--- config.mk ---
export PLATFORM = sky130hd
export DESIGN_NAME = ccbd_pads
export DESIGN_NICKNAME = d
export VERILOG_FILES = /design/src/hw/rtl/ccbd_pkg.sv /design/src/hw/rtl/ccbd_pads.sv
export SDC_FILE = /design/constraint.sdc
export NUM_CORES = 1
export LEC_CHECK = 0
export BUFFER_PORTS_ARGS = -buffer_cell sky130_fd_sc_hd__buf_2
export CORE_MARGIN = 2
export CORE_UTILIZATION = 48
export DETAILED_ROUTE_END_ITERATION = 6
export PLACE_DENSITY = 0.74
export SLEW_MARGIN = 15
export SYNTH_ARGS = -nofsm -noshare
export SYNTH_HDL_FRONTEND = slang
export SYNTH_SLANG_ARGS = --single-unit
--- constraint.sdc ---
create_clock -name i_clk -period 1.58 [get_ports i_clk]
set_input_delay 0.079 -clock i_clk [delete_from_list [all_inputs] [get_ports i_clk]]
set_output_delay 0.079 -clock i_clk [all_outputs]
set_load 0.01 [all_outputs]
--- src/hw/rtl/ccbd_pkg.sv ---
`timescale 1ns / 1ps
// ----------------------------------------------------------------------------
// ccbd_pkg
// shared types and constants for the console bus decoder with pad ports
// ----------------------------------------------------------------------------
package ccbd_pkg;

    localparam int RAM_BYTES_DEF = 2048;
    localparam int RAM_SPAN      = 8192;

    typedef enum logic [1:0] {
        MODE_READ  = 2'd0,
        MODE_WRITE = 2'd1,
        MODE_PAD   = 2'd2,
        MODE_NONE  = 2'd3
    } t_mode;

    typedef enum logic [2:0] {
        TGT_INTERNAL = 3'd0,
        TGT_PICTURE  = 3'd1,
        TGT_AUDIO    = 3'd2,
        TGT_CART     = 3'd3,
        TGT_DMA      = 3'd4,
        TGT_NONE     = 3'd5
    } t_target;

    localparam logic [15:0] ADDR_PICTURE = 16'h2000;
    localparam logic [15:0] ADDR_IO      = 16'h4000;
    localparam logic [15:0] ADDR_DMA     = 16'h4014;
    localparam logic [15:0] ADDR_APU_ST  = 16'h4015;
    localparam logic [15:0] ADDR_PAD0    = 16'h4016;
    localparam logic [15:0] ADDR_PAD1    = 16'h4017;
    localparam logic [15:0] ADDR_IO_END  = 16'h4018;
    localparam logic [15:0] ADDR_CART    = 16'h4020;
    localparam logic [7:0]  PAD_OPEN_BUS = 8'h40;

    typedef struct packed {
        t_target     target;
        logic [15:0] fwd_address;
        logic [7:0]  fwd_data;
        logic        fwd_write;
        logic        ram_rd;
        logic        ram_wr;
        logic        pad_rd;
        logic        pad_sel;
        logic        strobe_wr;
        logic        btn_wr;
        logic        btn_pad;
    } t_dec;

endpackage

--- src/hw/rtl/ccbd_pads.sv ---
`timescale 1ns / 1ps
// ----------------------------------------------------------------------------
// ccbd_pads
// strobe latch, button states and shift registers for two pads
// ----------------------------------------------------------------------------
module ccbd_pads (
    input  logic           i_clk,
    input  logic           i_rst_n,
    input  logic           i_en,
    input  ccbd_pkg::t_dec i_dec,
    input  logic [7:0]     i_data,
    output logic           o_bit
);
    import ccbd_pkg::*;

    logic       r_strobe;
    logic [7:0] r_state [2];
    logic [7:0] r_shift [2];

    always_ff @(posedge i_clk) begin
        if (!i_rst_n) begin
            r_strobe   <= 1'b0;
            r_state[0] <= '0;
            r_state[1] <= '0;
            r_shift[0] <= '0;
            r_shift[1] <= '0;
        end else if (i_en) begin
            if (i_dec.pad_rd) begin
                r_shift[i_dec.pad_sel] <= {1'b0, r_shift[i_dec.pad_sel][7:1]};
            end
            if (i_dec.strobe_wr) begin
                if (i_data[0]) begin
                    r_strobe <= 1'b1;
                end else if (r_strobe) begin
                    r_strobe   <= 1'b0;
                    r_shift[0] <= r_state[0];
                    r_shift[1] <= r_state[1];
                end
            end
            if (i_dec.btn_wr) begin
                r_state[i_dec.btn_pad] <= i_data;
                if (r_strobe) begin
                    r_shift[i_dec.btn_pad] <= i_data;
                end
            end
        end
    end

    assign o_bit = r_shift[i_dec.pad_sel][0];

endmodule

# After elaboration in Yosys (flattened, before gate mapping)
# Memories as Yosys holds them, arrays and structs flattened.
# Index checks and enable logic that the tools add are counted.
# classes
eq_ne	2
mux	28
n_bitwise	8
n_reduce_logical	3
# ops
op	n
8-bit 2-to-1 mux	4
1-bit 2-to-1 mux	24
8-bit OR reduction	2
1-bit AND	4
1-bit equality test (second input constant)	2
1-bit NOT	2
1-bit bitwise OR	2
2-bit AND reduction	1
# word_totals
reg_bits	1
ramBits	32
input_bits	46
out_inout_bits	1
wordCells	44
mem_count	2
# memory_table
name	depth	width	read_ports	rd_clocked_by_memory_dff	write_ports	line	rtl
r_shift	2	8	1	0	3	ccbd_pads.sv:18	logic [7:0] r_shift [2];
r_state	2	8	2	0	2	ccbd_pads.sv:17	logic [7:0] r_state [2];

# Longest topological paths before layout
# logic_depth
word_depth	12
depth_mapped	5

# Least setup slack after synthesis
# No wires, ideal clock.
# synth_path
path_type	reg2reg
from	reg r_strobe
to	mem r_shift[0][0] (enable)
setup_time_ns	0.337
t_arrival_ns	0.984
setup_slack_ns	0.260
path_stages_with_launch	4
path_buffers	1
period_less_slack_ns	1.320
path_cell_list	dfxtp_1 > clkbuf_1 > a31oi_1 > nand3_1
# synth_lines
item	line	rtl
from (decl)	ccbd_pads.sv:16	logic r_strobe;
from (signal assigned)	ccbd_pads.sv:22	r_strobe <= 1'b0;
from (signal assigned)	ccbd_pads.sv:33	r_strobe <= 1'b1;
from (signal assigned)	ccbd_pads.sv:35	r_strobe <= 1'b0;
to (decl)	ccbd_pads.sv:18	

==> results.md <==
- Outcome: completed
- Synthesized area: 1670 um2
- Chip height: 63.0 um
- 1st-pass router iterations: 4
- Avg Cell Area, Syn: 12.9 um2
- Slew HR: 0.708
- Max Slew Vio Count: 0
- Worst Slack Setup Final: ~150 ps
- Setup crit start: r_strobe$_SDFFE_PN0P_
- Tot GR Track Use: 0.198
- CP required: 1590 ps
- # Post-CTS Setup Buffers: 0
- DR vias: between 1000 and 1500
- Pwr Density: just over 900 nW/um2
- Seq/Total Area, Yosys: 0.587
- Synth area leader: edfxtp_1
- Layout Skew: 5.92 ps
- Via density: approximately 6.1
- Worst Hold Class: in2reg
- Start of the worst register-to-register path: r_strobe$_SDFFE_PN0P_
- Core footprint: roughly 3300 um2
- Endpoints failing setup: 0
- First-pass GRT wire length: slightly below 6000 um
- Count of cell types in the netlist: 26
- Number of global-route vias before repair: ~1200
- Design Area, Final: around 1900 um2
- Initial core utilization: 0.501
- Unrepaired setup endpoints after global routing: false
- Bufs on Longest Clock Path: 2
- Worst setup SP type: flip-flop
- CP endpoint kind: flip-flop
- CTS tree: yes
- Peak supply drop: 0.000522 V
- Sequential Power Share: 0.603
- Tmin final: about 1400 ps
- FF-to-FF setup slack: 150 ps
- Worst flop-to-flop path endpoint: r_shift[1][0]$_DFFE_PP_
- Sw frac: 0.225
- Worst reg-to-reg path cell count: 3
- Tightest Pin Transition: about 440 ps
- Post-route ant nets: 0
- Number of max-cap violations: 0
- Area of the die: a little under 4000 um2
- Layout area overhead: 11.3%
- CP endpoint: r_shift[1][0]$_DFFE_PP_
- Most frequent cells in the layout: edfxtp_1, and2_1, nand3_1, buf_2
- Final Hold Viols: 0
- Critical path class: reg2reg
- First DRT Iteration DRCs: 72
- Fraction of layout instances using a drive strength above 1: 0.253
- Synth top area share: 0.575
- Period utilization: 0.903
- Final net count: 195
- Fmax: between 700 and 800 MHz
- Routed wire length: around 3600 um
- Internal power: between 1 and 1.5 mW
- Flop and latch count out of synthesis: 33
- Worst EP arrival: approximately 1400 ps
- Instance count of the mapped netlist: 129
- Commonest non-fill, non-tap cell in the layout: edfxtp_1
- Number of CTS-inserted buffers: 5
- DRC viols: 0
- Net Count, Synth: 175
- Dpl hpwl: 2500 um
- FP Rows: 21
- Fillcell total: 297
- Clock Sinks: 33
- Drt wl/cell: 18.2 um
- Clk Tree Root Cell: clkbuf_4
- Remaining global-route overflow: 0
- DP Area: 1790 um2
- Post-route setup TNS: 0 ps
- IO buf count: 16
- Clock-pin slew on the worst setup and hold paths: 100 ps
- Clock share of power: 0.316
- Clock Latency Late Sink: approximately 330 ps
- Crit-path max FO: 11
- RD Place Congestion: roughly 0.84
- Horiz. Die Dim: roughly 63 um
- Switch Pwr: 0.385 mW
- Boundary pin count: 47
- Largest net degree at the start of global routing: 18
- Leak: 0.723 nW
- Gate power share: 0.080
- Antenna cells: 0
- H-tree levels: 2
- YS warnings: 0
- Antenna violations before repair: 0
- Post-place setup slack: ~100 ps
- Area contributors post-synth: edfxtp_1, a2bb2oi_1, a32oi_1
==> metal layers <==
metal	vias to the layer above	routed length, um	GRT usage	share of wire
met1	588	1530	0.251	0.43
met2	49	1750	0.330	0.49
li1	555	-	-	-
met5	-	0	0	0
met3	8	209	0.0432	0.059
met4	0	70	0.0750	0.020
==> worst min path at each step <==
| stage | start | to | cells past startpoint |
|---|---|---|---|
| global placement | i_rst_n | r_strobe$_SDFFE_PN0P_ | 3 |
| global route | i_rst_n | r_strobe$_SDFFE_PN0P_ | 3 |
| finish | i_rst_n | r_strobe$_SDFFE_PN0P_ | 3 |
| detailed placement | i_rst_n | r_strobe$_SDFFE_PN0P_ | 3 |
| floorplan | i_rst_n | r_strobe$_SDFFE_PN0P_ | 2 |
| CTS | i_rst_n | r_strobe$_SDFFE_PN0P_ | 3 |
==> synth_stat cells <==
master,n
clkbuf_1,1
mux2i_1,1
nand3b_1,1
inv_1,2
and2_1,17
nand2_1,2
and3b_1,1
dfxtp_1,1
buf_8,1
buf_4,6
nand2_4,1
a31oi_1,1
a32oi_1,14
mux2_2,1
buf_6,1
buf_2,4
a41o_1,2
nor2_1,1
and4b_1,2
nand2b_1,2
a2bb2oi_1,14
and3_1,2
edfxtp_1,32
and4_1,2
nand3_1,16
nand2_2,1
==> area by class of cell <==
class	instances	area [um2]	area share
clock buffer	7	65.1	0.0350
clock inverter	1	5.00	0.00269
inverter	2	7.51	0.00404
multi-input combinational	81	588	0.316
sequential	33	981	0.528
tap	46	57.6	0.0310
timing repair buffer	26	155	0.0834
==> worst max-delay path, cell delays in order, from the launching register on <==
cell and delay [ps]:
dfxtp_1 390, buf_4 220, nand2_2 150, nand3_1 330
==> metrics by stage <==
step / hold slack [ps] / util / power (mW) / cells
floorplan: 214 / - / 1.13 / 129
global placement: 386 / 0.536 / 1.18 / 188
detailed placement: 413 / 0.536 / 1.19 / 188
CTS: 57.4 / 0.557 / 1.71 / 196
global route: 53.7 / 0.557 / 1.77 / 196
finish: 59.1 / 0.557 / 1.71 / 196
==> flip-flops by register name, indices dropped and copies added (netlist names) <==
name and flops:
r_shift 16, r_state 16, r_strobe 1
==> logic make-up (layout without fill, tap and decap cells) <==
kind of cell           count (synthesis)  after routing  synth area share
AND/OR/NAND/NOR                       48             48             0.176
multiplexers                           2              2            0.0127
AO/OA/AOI/OAI                         31             31             0.163
flip-flops                            33             33             0.587
buffers and inverters                 15             36            0.0614
==> what timing repair did <==
action,4_1_cts,5_1_grt
endpoints found under the setup margin,0,13
hold buffers,0,0
gates resized for setup,0,1
==> power by group through the flow <==
stage               registers, mW  clock network, mW  logic [mW]
floorplan                    1.04                  0      0.0820
global placement             1.05                  0       0.131
detailed placement           1.05                  0       0.137
CTS                          1.03              0.544       0.138
global route                 1.04              0.584       0.150
finish                       1.03              0.541       0.138
(Power assumes the default switching activity.)
