[config.mk]
export PLATFORM = sky130hd
export DESIGN_NAME = ccbd_decode
export DESIGN_NICKNAME = d
export VERILOG_FILES = /design/src/hw/rtl/ccbd_pkg.sv /design/src/hw/rtl/ccbd_decode.sv
export SDC_FILE = /design/constraint.sdc
export NUM_CORES = 1
export LEC_CHECK = 0
export BUFFER_PORTS_ARGS = -buffer_cell sky130_fd_sc_hd__buf_4
export CAP_MARGIN = 0
export CORE_UTILIZATION = 37
export DETAILED_ROUTE_END_ITERATION = 10
export GPL_TIMING_DRIVEN = 0
export PLACE_DENSITY = 0.94
export REMOVE_ABC_BUFFERS = 1
export SYNTH_ARGS = -nofsm -noshare
export SYNTH_HDL_FRONTEND = slang
export SYNTH_SLANG_ARGS = --single-unit
[constraint.sdc]
create_clock -name vclk -period 3.4
set_input_delay 0.34 -clock vclk [all_inputs]
set_output_delay 0.34 -clock vclk [all_outputs]
set_load 0.005 [all_outputs]
[src/hw/rtl/ccbd_pkg.sv]
`timescale 1ns / 1ps
// ----------------------------------------------------------------------------
// ccbd_pkg
// shared types and constants for the console bus decoder with pad ports
// ----------------------------------------------------------------------------
package ccbd_pkg;

    localparam int RAM_BYTES_DEF = 2048;
    localparam int RAM_SPAN      = 8192;

    typedef enum logic [1:0] {
        MODE_READ  = 2'd0,
        MODE_WRITE = 2'd1,
        MODE_PAD   = 2'd2,
        MODE_NONE  = 2'd3
    } t_mode;

    typedef enum logic [2:0] {
        TGT_INTERNAL = 3'd0,
        TGT_PICTURE  = 3'd1,
        TGT_AUDIO    = 3'd2,
        TGT_CART     = 3'd3,
        TGT_DMA      = 3'd4,
        TGT_NONE     = 3'd5
    } t_target;

    localparam logic [15:0] ADDR_PICTURE = 16'h2000;
    localparam logic [15:0] ADDR_IO      = 16'h4000;
    localparam logic [15:0] ADDR_DMA     = 16'h4014;
    localparam logic [15:0] ADDR_APU_ST  = 16'h4015;
    localparam logic [15:0] ADDR_PAD0    = 16'h4016;
    localparam logic [15:0] ADDR_PAD1    = 16'h4017;
    localparam logic [15:0] ADDR_IO_END  = 16'h4018;
    localparam logic [15:0] ADDR_CART    = 16'h4020;
    localparam logic [7:0]  PAD_OPEN_BUS = 8'h40;

    typedef struct packed {
        t_target     target;
        logic [15:0] fwd_address;
        logic [7:0]  fwd_data;
        logic        fwd_write;
        logic        ram_rd;
        logic        ram_wr;
        logic        pad_rd;
        logic        pad_sel;
        logic        strobe_wr;
        logic        btn_wr;
        logic        btn_pad;
    } t_dec;

endpackage

[src/hw/rtl/ccbd_decode.sv]
`timescale 1ns / 1ps
// ----------------------------------------------------------------------------
// ccbd_decode
// address and mode decode, ram mirror index
// ----------------------------------------------------------------------------
module ccbd_decode #(
    parameter int RAM_BYTES = ccbd_pkg::RAM_BYTES_DEF
) (
    input  logic [1:0]                     i_mode,
    input  logic [15:0]                    i_address,
    input  logic [7:0]                     i_data_in,
    input  logic [1:0]                     i_pad,
    output ccbd_pkg::t_dec                 o_dec,
    output logic [$clog2(RAM_BYTES)-1:0]   o_idx
);
    import ccbd_pkg::*;

    localparam int AW   = $clog2(RAM_BYTES);
    localparam int QMAX = (RAM_SPAN - 1) / RAM_BYTES;

    logic [12:0] w_low;
    logic [12:0] w_rem;

    assign w_low = i_address[12:0];

    // mirror: subtract the largest multiple of the ram size
    always_comb begin
        w_rem = w_low;
        for (int k = 1; k <= QMAX; k++) begin
            if ({1'b0, w_low} >= 14'(k * RAM_BYTES)) begin
                w_rem = 13'({1'b0, w_low} - 14'(k * RAM_BYTES));
            end
        end
    end

    assign o_idx = w_rem[AW-1:0];

    always_comb begin
        o_dec = '0;
        o_dec.target = TGT_NONE;
        unique case (t_mode'(i_mode))
            MODE_READ: begin
                if (i_address < ADDR_PICTURE) begin
                    o_dec.target = TGT_INTERNAL;
                    o_dec.ram_rd = 1'b1;
                end else if (i_address < ADDR_IO) begin
                    o_dec.target      = TGT_PICTURE;
                    o_dec.fwd_address = i_address;
                end else if (i_address == ADDR_APU_ST) begin
                    o_dec.target      = TGT_AUDIO;
                    o_dec.fwd_address = i_address;
                end else if (i_address == ADDR_PAD0 || i_address == ADDR_PAD1) begin
                    o_dec.target  = TGT_INTERNAL;
                    o_dec.pad_rd  = 1'b1;
                    o_dec.pad_sel = i_address[0];
                end else if (i_address < ADDR_CART) begin
                    o_dec.target = TGT_INTERNAL;
                end else begin
                    o_dec.target      = TGT_CART;
                    o_dec.fwd_address = i_address;
                end
            end
            MODE_WRITE: begin
                if (i_address < ADDR_PICTURE) begin
                    o_dec.target = TGT_INTERNAL;
                    o_dec.ram_wr = 1'b1;
                end else if (i_address < ADDR_IO) begin
                    o_dec.target      = TGT_PICTURE;
                    o_dec.fwd_address = i_address;
                    o_dec.fwd_data    = i_data_in;
                    o_dec.fwd_write   = 1'b1;
                end else if (i_address == ADDR_DMA) begin
                    o_dec.target      = TGT_DMA;
                    o_dec.fwd_address = i_address;
                    o_dec.fwd_data    = i_data_in;
                    o_dec.fwd_write   = 1'b1;
                end else if (i_address == ADDR_PAD0) begin
                    o_dec.target    = TGT_INTERNAL;
                    o_dec.strobe_wr = 1'b1;
                end else if (i_address < ADDR_IO_END) begin
                    o_dec.target      = TGT_AUDIO;
                    o_dec.fwd_address = i_address;
                    o_dec.fwd_data    = i_data_in;
                    o_dec.fwd_write   = 1'b1;
                end else if (i_address < ADDR_CART) begin
                    o_dec.target = TGT_NONE;
                end else begin
                    o_dec.target      = TGT_CART;
                    o_dec.fwd_address = i_address;
                    o_dec.fwd_data    = i_data_in;
                    o_dec.fwd_write   = 1'b1;
                end
            end
            MODE_PAD: begin
                o_dec.btn_wr  = ~i_pad[1];
                o_dec.btn_pad = i_pad[0];
            end
            MODE_NONE: begin
                o_dec.target = TGT_NONE;
            end
            default: begin
                o_dec.target = TGT_NONE;
            end
        endcase
    end

endmodule

Word level (Yosys, flattened, before mapping)

Cells that the tools add are included.

Bits in registers: 0
Bits of input ports: 28
Output and inout port bits: 46

$add $sub $neg: 3
Magnitude comparators: 7
Equal/unequal tests: 6
Mux-type cells: 37
Bitwise gates (word level): 1
Reductions and logical operators: 2

Operator list:

| kind                                                                                  | count |
|---|---|
| 28-bit two-way mux                                                                    | 3 |
| 25-bit two-way mux                                                                    | 3 |
| 16-bit by 15-bit equality test with 1-bit output, second input constant               | 4 |
| 16-bit by 15-bit < comparator with 1-bit output, second input constant                | 3 |
| 16-bit two-way mux                                                                    | 3 |
| 18-bit two-way mux                                                                    | 2 |
| 11-bit two-way mux                                                                    | 3 |
| 11-bit by 1-bit subtractor with 11-bit output, second input constant                  | 3 |
| 16-bit one-hot mux with 2 select lines                                                | 1 |
| 13-bit greater-or-equal comparator, second input constant                             | 2 |
| 16-bit by 14-bit < comparator with 1-bit output, second input constant                | 1 |
| 2-bit two-way mux                                                                     | 8 |
| 13-bit by 12-bit greater-or-equal comparator with 1-bit output, second input constant | 1 |
| 3-bit two-way mux                                                                     | 4 |
| 9-bit two-way mux                                                                     | 1 |
| 1-bit two-way mux                                                                     | 8 |
| 3-bit one-hot mux with 2 select lines                                                 | 1 |
| 2-bit by 1-bit equality test with 1-bit output, second input constant                 | 1 |
| 2-bit equality test, second input constant                                            | 1 |
| 2-bit zero test                                                                       | 1 |
| 1-bit logical OR                                                                      | 1 |
| 1-bit NOT                                                                             | 1 |

Longest topological paths before layout

Gate-level depths: netlist (run 1).

Word-level depth: 8
Mapped depth: 5
Depth with buffers taken out: 5

Worst setup path after synthesis (run 1)

No wires, ideal clock.

Path type: input-to-output
Start point: in i_address[11]
End point: out o_dec[10] (netlist bit)
Arrival time: 1.365 ns
Setup slack: 1.695 ns
Stages on the path: 5
Path buffers: 0
Cell sequence: nor4_4 -> nand4_2 -> o211ai_4 -> inv_4 -> and2_1

RTL lines:

| element         | RTL line          | RTL |
|---|---|---|
| start, declared | ccbd_decode.sv:10 | `input logic [15:0] i_address,` |
| end, declared   | ccbd_decode.sv:13 | `output ccbd_pkg::t_dec o_dec,` |

==> impl.org, run 1 <==
** Outcome
- The flow ran to the end, and the final reports show no timing, DRC or antenna violations.

** Die
- 74 I/O pins were placed.
- # rows :: 14
- Total die area :: roughly 1800 µm²
- Standard cell core area :: 1506 µm²
- The initial utilization of the core area, before any placement, comes to between 30% and 40%.
- Die Width :: ~42 µm
- Die Y-Extent :: ~42 µm

** Pwr
- Max rail drop VDD :: about 56 µV
- LEAKAGE :: 0.5518 nW
- Dividing total power by cell area gives a power density of approximately 110 nW/µm².

** Detailed routing
- The first TritonRoute pass finished after 4 iterations.
- Number of DRC violations after detailed-routing iteration 0 :: 13
- Via total after detailed routing :: about 800
- Aggregate routed wire length :: slightly below 2000 µm
- Number of remaining DRC errors :: 0
- In the routed layout, each cell is associated on average with a via count of roughly 5.1.
- Average detailed-routed wire length per instance :: 12.38 µm
- The detail route stage leaves a number of antenna-violating nets equal to 0.

** Hold path
- The min-delay analysis places its worst path in the category in -> out.

** GRT
- Antenna violations before repair :: 0
- Entering global routing, the biggest net connects 13 pins.
- Global routing used between 20 and 25% of the available tracks.
- Wire length of the first global-routing pass :: 2953 µm
- Total gr overflow :: 0
- Number of global-route vias before repair :: slightly below 700

** Timing
- Post-route clock period utilization :: 61.44%
- After routing, the total negative slack on setup checks comes to 0 ps.
- For this run, the top clock speed supported by timing is between 400 and 500 MHz.
- Final worst-path setup slack :: roughly 1300 ps
- The number of hold-slack violations in the final timing report was 0.
- On the final layout, the worst hold slack is around 870 ps.
- Headroom to the max-slew limit came out at 75.98%.
- Setup violations remaining at the end of the flow were counted as 0.
- Max-slew violation count :: 0
- Transition time at the pin with the least slew margin :: 359.6 ps
- Setup repair after global routing left no endpoint under its margin.
- The routed design could run at a clock period as short as approximately 2100 ps.

** Placement
- Number of placed instances with taps included :: about 160
- Routability-driven placement finished with a final weighted congestion of around 0.81.
- After legalization and detailed placement, the total HPWL measured ~1700 µm.
- Worst setup timing slack at the placement stage :: 1296 ps
- Count of buffers from port buffering :: 74

** Layout
- The post-route netlist has between 50 and 60% of its cells at a drive strength greater than 1.
- Layout overhead on the synthesized area :: 81.97%
- The library cell used most frequently in the layout, excluding fill and tap cells, is sky130_fd_sc_hd__buf_4.
- Final Instance Count excl. Fillers :: 159
- The final layout contains 173 nets.
- Seq Cell Count :: 0
- In the layout the commonest cells are 74 x sky130_fd_sc_hd__buf_4, 18 x sky130_fd_sc_hd__and2_1, 7 x sky130_fd_sc_hd__nor2b_1.
- Number of inserted diodes :: 0
- Across the whole layout, storage elements account for 0 µm².
- In the finished layout, the clock tree contains a buffer count of 0.

** Clock network
- Count of hold-fix buffers inserted at cts :: 0
- Number of setup buffers added after CTS :: 0
- # resized after CTS :: 0

** Worst setup path
- The slowest stage of the critical path is the sky130_fd_sc_hd__nor4_4 cell.
- Worst path arrival time :: 1750 ps
- The signal on the critical path passes through buf_4 -> nor4_4 -> nand4_2 -> o211ai_4 -> inv_4 -> and2_1 -> buf_4.
- Crit path max fanout :: 9
- Together, buffers and inverters on the worst path number 3.
- In this design, the critical path's most frequently occurring cell is sky130_fd_sc_hd__buf_4.
- For the worst setup path, the data required time is about 3000 ps.
- Setup CP Type :: in -> out
- The worst setup path is captured at an output pin.
- Cell type group with the largest total delay on the critical path :: simple AND/OR/NAND/NOR gates
- In this design, the stage delay of the slowest critical-path cell is between 300 and 400 ps.
- CP Launch Type :: input port

** Yosys
- Sequential elements use 0% of the synthesized area.
- Synthesis Warnings :: 0
- Each instance of the synthesized netlist takes up on average ~7.4 µm².
- Cell area after synthesis :: ~600 µm²
- Number of distinct library cells after synthesis :: 35
- Synth Instances :: 81

** Run
- Across the run, the number of max-cap violations was 0.
-- per-stage QoR --
step	total power, mW	area [µm²]	utilization, %
after floorplan	0.03757	510.5	-
after global placement	0.1142	1086	72.09
after detailed placement	0.1172	1086	72.09
after CTS	0.1176	1086	72.09
after global routing	0.1262	1086	72.09
final	0.1170	1086	72.09
-- area by class of cell --
cell class,instances,area [µm²]
timing repair buffer,74,555.5
multi-input combinational,67,500.5
fill,129,420.4
tap,16,20.02
inverter,2,10.01
-- worst paths after layout --
| path | from | to | slack (ps) | cells after the start |
|---|---|---|---|---|
| worst min-delay path | i_address[8] | o_idx[8] | 870 | 2 |
| worst max-delay path | i_address[11] | o_dec[8] | 1310 | 7 |
-- logic make-up (layout without fill, tap and decap cells) --
logic type             after synthesis  after routing  share of synthesized area, %
AOI/OAI and AO/OA                   18             18                         24.32
muxes                                3              3                         6.709
buffers and inverters               14             76                         16.14
and+or+nand+nor                     46             46                         52.83
-- routing by layer --
layer  up-vias  track usage (%)  wire (µm)  part of all wire, %
li1        403                -          -                    -
met1       368            23.56        771                   39
met2        45            39.38       1011                   51
met3         0            3.879        184                  9.3
met4         0                0          0                    0
met5         -                0          0                    0
-- where the power goes --
part           internal, mW  switching (mW)  total [mW]
sequential                0               0           0
combinational        0.0688          0.0482       0.117
clock                     0               0           0
total                0.0688          0.0482       0.117
-- Yosys cell counts (all sizes together) --
| library cell | number | area share (%) |
|---|---|---|
| mux2i | 1 | 1.7 |
| a21oi | 1 | 0.84 |
| o21a | 1 | 1.3 |
| and4b | 1 | 1.7 |
| o21ai | 4 | 3.4 |
| nor4b | 1 | 1.5 |
| clkbuf | 1 | 0.63 |
| inv | 2 | 1.7 |
| and3b | 1 | 1.5 |
| buf | 11 | 14 |
| a21boi | 6 | 7.5 |
| nand2 | 2 | 1.3 |
| o2111ai | 1 | 1.5 |
| nand4 | 1 | 2.1 |
| o31a | 1 | 1.5 |
| o21bai | 1 | 1.3 |
| a211oi | 1 | 2.1 |
| mux2 | 2 | 5.0 |
| nor2 | 5 | 3.1 |
| o211ai | 1 | 3.6 |
| nand2b | 1 | 1.0 |
| nor2b | 7 | 7.3 |
| nor3 | 4 | 6.1 |
| a32oi | 1 | 1.5 |
| or3 | 1 | 1.0 |
| nor4 | 1 | 3.6 |
| nor3b | 1 | 1.3 |
| nand3 | 2 | 2.5 |
| and2 | 18 | 19 |
Note: power is estimated with default switching activity, not from simulation.
==> inputs of run 2 (changes only) <==
CORE_UTILIZATION = 31   (was 37)
PLACE_DENSITY = 0.85   (was 0.94)
clock period = 1.7 ns   (was 3.4 ns; I/O delays follow)
==> impl.org, run 2 (synthesis gave the netlist of run 1 again) <==
** Timing
- The slew at the pin closest to its max-slew limit is 374.3 ps (was 359.6 ps).
- Unrepaired setup endpoints after global routing :: true (was false)
- Slew margin rel. :: 75.00% (was 75.98%)
- The final number of max-transition violations was 0 (unchanged).
- Peak clock frequency supported by timing :: 588.5 MHz
- After layout, the worst path uses between 90% and 100% of the clock period.
- Counting I/O delays and the setup requirement, the final critical path takes ~1700 ps.
- Endpoints failing setup :: 0 (unchanged)
- The hold slack was 531.7 ps (was 870.8 ps).
- Final worst-path setup slack :: 0.8259 ps (was 1311 ps)
- The number of hold-slack violations in the final timing report is 0 (unchanged).

** Pwr
- The clock network power share came to 0% (about the same).
- Switching part of the total :: 40.62% (was 41.23%)
- The leakage component of the power came to 0.6190 nW (was 0.5518 nW).
- The power per cell area came to 217.7 nW/µm² (was 107.7 nW/µm²).
- The internal cell power was 0.1623 mW (was 0.06877 mW).
- Fraction of power consumed by combinational cells :: 100.0% (about the same)
- The largest vdd supply drop was 128.0 µV (was 55.95 µV).
- The part of the total power dissipated in sequential elements was 0% (about the same).
- The switching power is 0.1110 mW (was 0.04824 mW).

** Hold path
- Hold WC Path Type :: in -> out (unchanged)

** Worst setup path
- The worst-path cell with the longest stage delay is sky130_fd_sc_hd__nor4_4 (unchanged).
- CP Cell Sequence: buf_8 -> nor4_4 -> buf_4 -> nand4_4 -> o211ai_4 -> buf_6 -> buf_6 -> a21boi_2 -> buf_4 (was buf_4 -> nor4_4 -> nand4_2 -> o211ai_4 -> inv_4 -> and2_1 -> buf_4).
- The required time reported for the critical path endpoint is 1530 ps (was 3060 ps).
- Cell type group with the largest total delay on the critical path :: buffers and inverters (was simple AND/OR/NAND/NOR gates)
- CP Launch Type :: input port (unchanged)
- Worst path arrival time :: 1530 ps (was 1750 ps)
- The critical-path maximum fanout is 5 (was 9).
- Endpoint class of the critical path :: output pin (unchanged)
- The buffers plus inverters on the worst setup path is 5 (was 3).
- The startpoint-to-endpoint class of the critical path is in -> out (unchanged).
- The stage delay of the slowest cell on the critical path was 280 ps (was 360 ps).

** Placement
- Worst setup timing slack at the placement stage :: -49.55 ps (was 1296 ps)
- The placed wire-length estimate came to 1738 µm (was 1693 µm).
- Count of buffers from port buffering :: 74 (unchanged)
- The placer's final routability congestion estimate was 0.7642 (was 0.8111).

** Die
- Number of placed I/O pins :: 74 (unchanged)
- The width of the die came to 45.88 µm (was 42.16 µm).
- Initial cell density of the core :: 33.83% (was 39.62%)
- The number of placement rows came to 15 (was 14).
- The die outline area came to 2105 µm² (was 1777 µm²).
- Standard cell core area :: 1764 µm² (was 1506 µm²)
- The vertical die dimension is 45.88 µm (was 42.16 µm).

** Detailed routing
- The number of DRC violations after detailed-routing iteration 0 is 11 (was 13).
- Final ANT Viol Nets :: 0 (unchanged)
- Aggregate routed wire length :: 2259 µm (was 1968 µm)
- Average detailed-routed wire length per instance :: 12.84 µm (was 12.38 µm)
- The vias per cell is 4.932 (was 5.132).
- Number of remaining DRC errors :: 0 (unchanged)
- Iteration count of the initial detailed-routing pass :: 4 (unchanged)
- The overall via count from detail_route came to 868 (was 816).

** GRT
- Largest net degree at the start of global routing :: 13 (unchanged)
- The leftover overflow at the end of global routing came to 0 (unchanged).
- The met1 demand-to-capacity share in global routing is 19.11% (was 23.56%).
- Met3 global-route usage :: 1.587% (was 3.879%)
- The via count of the first global-routing pass was 660 (was 686).
- All-layer global routing usage :: 17.32% (was 20.11%)
- The wire length of the first global-routing pass was 2835 µm (was 2953 µm).
- Most Used Layer, Global Route :: met2 (unchanged)
- The number of antenna violations at the first check in global routing came to 0 (unchanged).
- Met2 Usage GRT :: 36.34% (was 39.38%)

** Layout
- Number of fill cells :: 148 (was 129)
- Most frequent cells in the layout :: 69 x sky130_fd_sc_hd__buf_4, 11 x sky130_fd_sc_hd__buf_6, 10 x sky130_fd_sc_hd__and2_1 (was 74 x sky130_fd_sc_hd__buf_4, 18 x sky130_fd_sc_hd__and2_1, 7 x sky130_fd_sc_hd__nor2b_1)
- Combined flip-flop and latch cell area :: 0 µm² (unchanged)
- The clock tree buffer count of the final layout is 0 (unchanged).
- The layout overhead on the synthesized area came to 110.3% (was 81.97%).
- Seq Cell Count :: 0 (unchanged)
- Most common library cell in the layout ignoring fill and taps :: sky130_fd_sc_hd__buf_4 (unchanged)
- The fraction of final layout cells with drive strength greater than 1 was 68.21% (was 58.74%).
- The number of antenna repair diodes was 0 (unchanged).
- Final #Nets :: 181 (was 173)

** Outcome
- Result of the run: finished clean (unchanged).

** Run
- The number of max-capacitance violations reported is 0 (unchanged).
==> run 2: routing by layer <==
| metal | share of wire [%] | wire length [µm] |
|---|---|---|
| met1 | 35 | 799 |
| met5 | 0 | 0 |
| met3 | 10 | 236 |
| met2 | 52 | 1175 |
| met4 | 2.1 | 48 |
==> run 2: power by group through the flow <==
stage,logic (mW),registers [mW],clock network (mW)
CTS,0.238,0,0
finish,0.273,0,0
global route,0.293,0,0
detailed placement,0.235,0,0
floorplan,0.0751,0,0
global placement,0.230,0,0
==> run 2: layout make-up <==
class / instances / area [µm²] / area share, %
Tap cell: 25 / 31.28 / 2.493
Timing Repair inverter: 1 / 7.507 / 0.5982
Multi-Input combinational cell: 67 / 546.8 / 43.57
Inverter: 2 / 12.51 / 0.9970
Timing Repair Buffer: 81 / 656.9 / 52.34
==> run 2: final timing paths <==
| check | from | endpoint | slack (ps) | cells after the start |
|---|---|---|---|---|
| worst max-delay path | i_address[15] | o_dec[16] | 0.8 | 9 |
| worst min-delay path | i_address[2] | o_idx[2] | 530 | 2 |
==> run 2: per-stage QoR <==
step	std cells	total power, mW	instance area, µm²	setup TNS, ps	util (%)
2_1_floorplan	69	0.07513	510.5	0	-
3_3_place_gp	168	0.2302	1097	0	62.20
3_5_place_dp	168	0.2353	1097	-342.0	62.20
4_1_cts	169	0.2380	1105	0	62.62
5_1_grt	176	0.2929	1255	-973.9	71.13
6_report	176	0.2732	1255	0	71.13
==> run 2: repair_timing <==
action                                  in CTS  in global routing
hold buffers                                 0                  0
cloned                                       0                  1
gates resized for setup                      0                 27
endpoints found under the setup margin       8                 14
setup buffers                                1                  6
pin swaps                                    1                 11
==> inputs of run 3 (changes only) <==
RECOVER_POWER = 100   (was default)
==> impl.org, run 3 (synthesis gave the netlist of run 1 again) <==
** Run
- Max-capacitance violation count :: 0 (unchanged)

** Die
- # rows :: 15 (unchanged)
- Die Y-Extent :: 45.88 µm (unchanged)
- Standard cell core area :: 1764 µm² (unchanged)
- Initial cell density of the core :: 33.83% (unchanged)
- The die outline area was 2105 µm² (unchanged).
- Number of placed I/O pins :: 74 (unchanged)
- Die Width :: 45.88 µm (unchanged)

** Placement
- The placed wire-length estimate came to 1738 µm (unchanged).
- Count of buffers from port buffering :: 74 (unchanged)
- The placer's final routability congestion estimate is 0.7642 (unchanged).

** Worst setup path
- The critical-path maximum fanout was 5 (unchanged).
- The nature of the critical path startpoint was an input port (unchanged).
- CP Cell Sequence: buf_8 -> nor4_4 -> buf_4 -> nand3_2 -> mux2_4 -> a21boi_2 -> buf_4 (was buf_8 -> nor4_4 -> buf_4 -> nand4_4 -> o211ai_4 -> buf_6 -> buf_6 -> a21boi_2 -> buf_4).
- The cell count along the critical path was 7 (was 9).
- Worst path arrival time :: 1540 ps (was 1530 ps)
- Setup CP Type :: in -> out (unchanged)
- Launch point of the critical path :: i_address[15] (unchanged)
- Endpoint class of the critical path :: output pin (unchanged)
- Largest incremental delay on the critical path :: 380 ps (was 280 ps)
- Worst-path cell with the longest stage delay :: sky130_fd_sc_hd__mux2_4 (was sky130_fd_sc_hd__nor4_4)
- Among the stages of the critical path, the cell type that occurs most often is sky130_fd_sc_hd__buf_4.
- The buffers plus inverters on the worst setup path came to 3 (was 5).
- The cell family contributing the most delay on the critical path was simple AND/OR/NAND/NOR gates (was buffers and inverters).
- The required time reported for the critical path endpoint is 1530 ps (about the same).
- Worst Setup EP :: o_dec[16] (unchanged)

** Layout
- Final #Nets :: 181 (unchanged)
- Layout overhead on the synthesized area :: 106.5% (was 110.3%)
- The area taken by flip-flops and latches was 0 µm² (unchanged).
- Most frequent cells in the layout: 54 x sky130_fd_sc_hd__buf_4, 11 x sky130_fd_sc_hd__buf_6, 10 x sky130_fd_sc_hd__and2_1 (was 69 x sky130_fd_sc_hd__buf_4, 11 x sky130_fd_sc_hd__buf_6, 10 x sky130_fd_sc_hd__and2_1).
- The share of the core filled with cells in the final layout came to 69.86% (was 71.13%).
- The area of combinational cells with multiple inputs is 546.8 µm² (unchanged).
- The layout filler cell count came to 157 (was 148).
- The number of antenna repair diodes is 0 (unchanged).
- The most frequent standard cell in the layout excluding fill and tap cells is sky130_fd_sc_hd__buf_4 (unchanged).
- Share of cells above drive strength 1 :: 64.24% (was 68.21%)
- The sequential cell count of the final layout is 0 (unchanged).
- Count of clock-net buffers in the final layout :: 0 (unchanged)

** GRT
- All-layer global routing usage :: 17.32% (unchanged)
- The number of antenna violations at the first check in global routing came to 0 (unchanged).
- The leftover overflow at the end of global routing is 0 (unchanged).
- The wire length of the first global-routing pass was 2835 µm (unchanged).
- Number of global-route vias before repair :: 660 (unchanged)
- Largest net degree at the start of global routing :: 13 (unchanged)

** Timing
- The number of hold-slack violations in the final timing report came to 0 (unchanged).
- Transition time at the pin with the least slew margin :: 379.4 ps (was 374.3 ps)
- Post-route clock period utilization :: 100.3% (was 99.95%)
- The aggregate negative setup slack was -5.770 ps (was 0 ps).
- Worst hold margin :: 545.2 ps (was 531.7 ps)
- Max-slew violation count :: 0 (unchanged)
- Unrepaired setup endpoints after global routing: true (unchanged).
- Endpoints failing setup :: 1 (was 0)
- The final setup slack of the worst path was -5.770 ps (was 0.8259 ps).
- The worst slew margin relative to its limit was 74.66% (was 75.00%).
- Clock period minus worst slack :: 1706 ps (was 1699 ps)
- Peak clock frequency supported by timing :: 586.2 MHz (was 588.5 MHz)

** Detailed routing
- Number of remaining DRC errors :: 0 (unchanged)
- Iteration count of the initial detailed-routing pass :: 4 (unchanged)
- The number of routed nets with antenna violations is 0 (unchanged).
- The wire length per cell after detailed routing came to 12.80 µm (was 12.84 µm).
- The number of DRC violations after detailed-routing iteration 0 is 13 (was 11).
- Detail-routed via count per cell :: 4.989 (was 4.932)
- The overall via count from detail_route is 878 (was 868).
- The total wire length came to 2253 µm (was 2259 µm).

** Outcome
- Result of the run: finished with violations (was finished clean).
- Violated checks :: negative setup slack

** Hold path
- The class of the most critical hold timing path is in -> out (unchanged).

** Pwr
- The part of the total power dissipated in sequential elements was 0% (about the same).
- Max rail drop VDD :: 125.0 µV (was 128.0 µV)
- LEAKAGE :: 0.5947 nW (was 0.6190 nW)
- Cell internal power dissipation :: 0.1549 mW (was 0.1623 mW)
- Power dissipated by switching net loads :: 0.1109 mW (was 0.1110 mW)
- Fraction of power consumed by combinational cells :: 100.0% (about the same)
- The power per cell area was 215.7 nW/µm² (was 217.7 nW/µm²).
- Switching part of the total :: 41.72% (was 40.62%)
- The clock network power share was 0% (about the same).

** Clock network
- The hold buffer count at cts came to 0 (unchanged).
[run 3: cell types whose count changed in the layout (fill, tap and decap cells not counted)]
cell	before	now
sky130_fd_sc_hd__clkbuf_1	0	6
sky130_fd_sc_hd__clkbuf_4	0	9
sky130_fd_sc_hd__buf_4	69	54
[run 3: layout make-up]
cell class / instances / area share, %
Tap cell: 25 / 2.538
Timing Repair Buffer: 81 / 51.47
Timing Repair inverter: 1 / 0.6091
Inverter: 2 / 1.015
Multi-Input combinational cell: 67 / 44.37
[run 3: how the worst min path moves through the flow]
stage,start,endpoint,slack (ps),cells after the start
floorplan,i_address[0],o_idx[0],340,0
global placement,i_address[9],o_idx[9],530,2
detailed placement,i_address[2],o_idx[2],530,2
CTS,i_address[2],o_idx[2],530,2
global route,i_address[7],o_idx[7],550,2
finish,i_address[7],o_idx[7],550,2
[run 3: timing repair]
item,CTS,global route
gates cloned,0,1
pin swaps,1,11
resized for setup,0,27
setup endpoints to repair,8,14
buffers inserted,1,6
[run 3: per-stage QoR]
stage	cell area (µm²)	worst slack (ps)	std cells	power, mW
3_3_place_gp	1097	11.31	168	0.2302
3_5_place_dp	1097	-49.55	168	0.2353
5_1_grt	1232	-82.67	176	0.2855
4_1_cts	1105	4.266	169	0.2380
2_1_floorplan	510.5	335.2	69	0.07513
6_report	1232	-5.770	176	0.2658
[run 3: metal layers]
| metal | track usage (%) | vias to the layer above | wire length [µm] |
|---|---|---|---|
| met5 | 0 | - | 0 |
| met4 | 0 | 0 | 48 |
| met3 | 1.587 | 4 | 237 |
| met2 | 36.34 | 59 | 1182 |
| met1 | 19.11 | 397 | 785 |
| li1 | - | 418 | - |
[run 3: power groups by stage]
stage | sequential [mW] | clock, mW | combinational (mW)
2_1_floorplan | 0 | 0 | 0.0751
3_3_place_gp | 0 | 0 | 0.230
3_5_place_dp | 0 | 0 | 0.235
4_1_cts | 0 | 0 | 0.238
5_1_grt | 0 | 0 | 0.286
6_report | 0 | 0 | 0.266
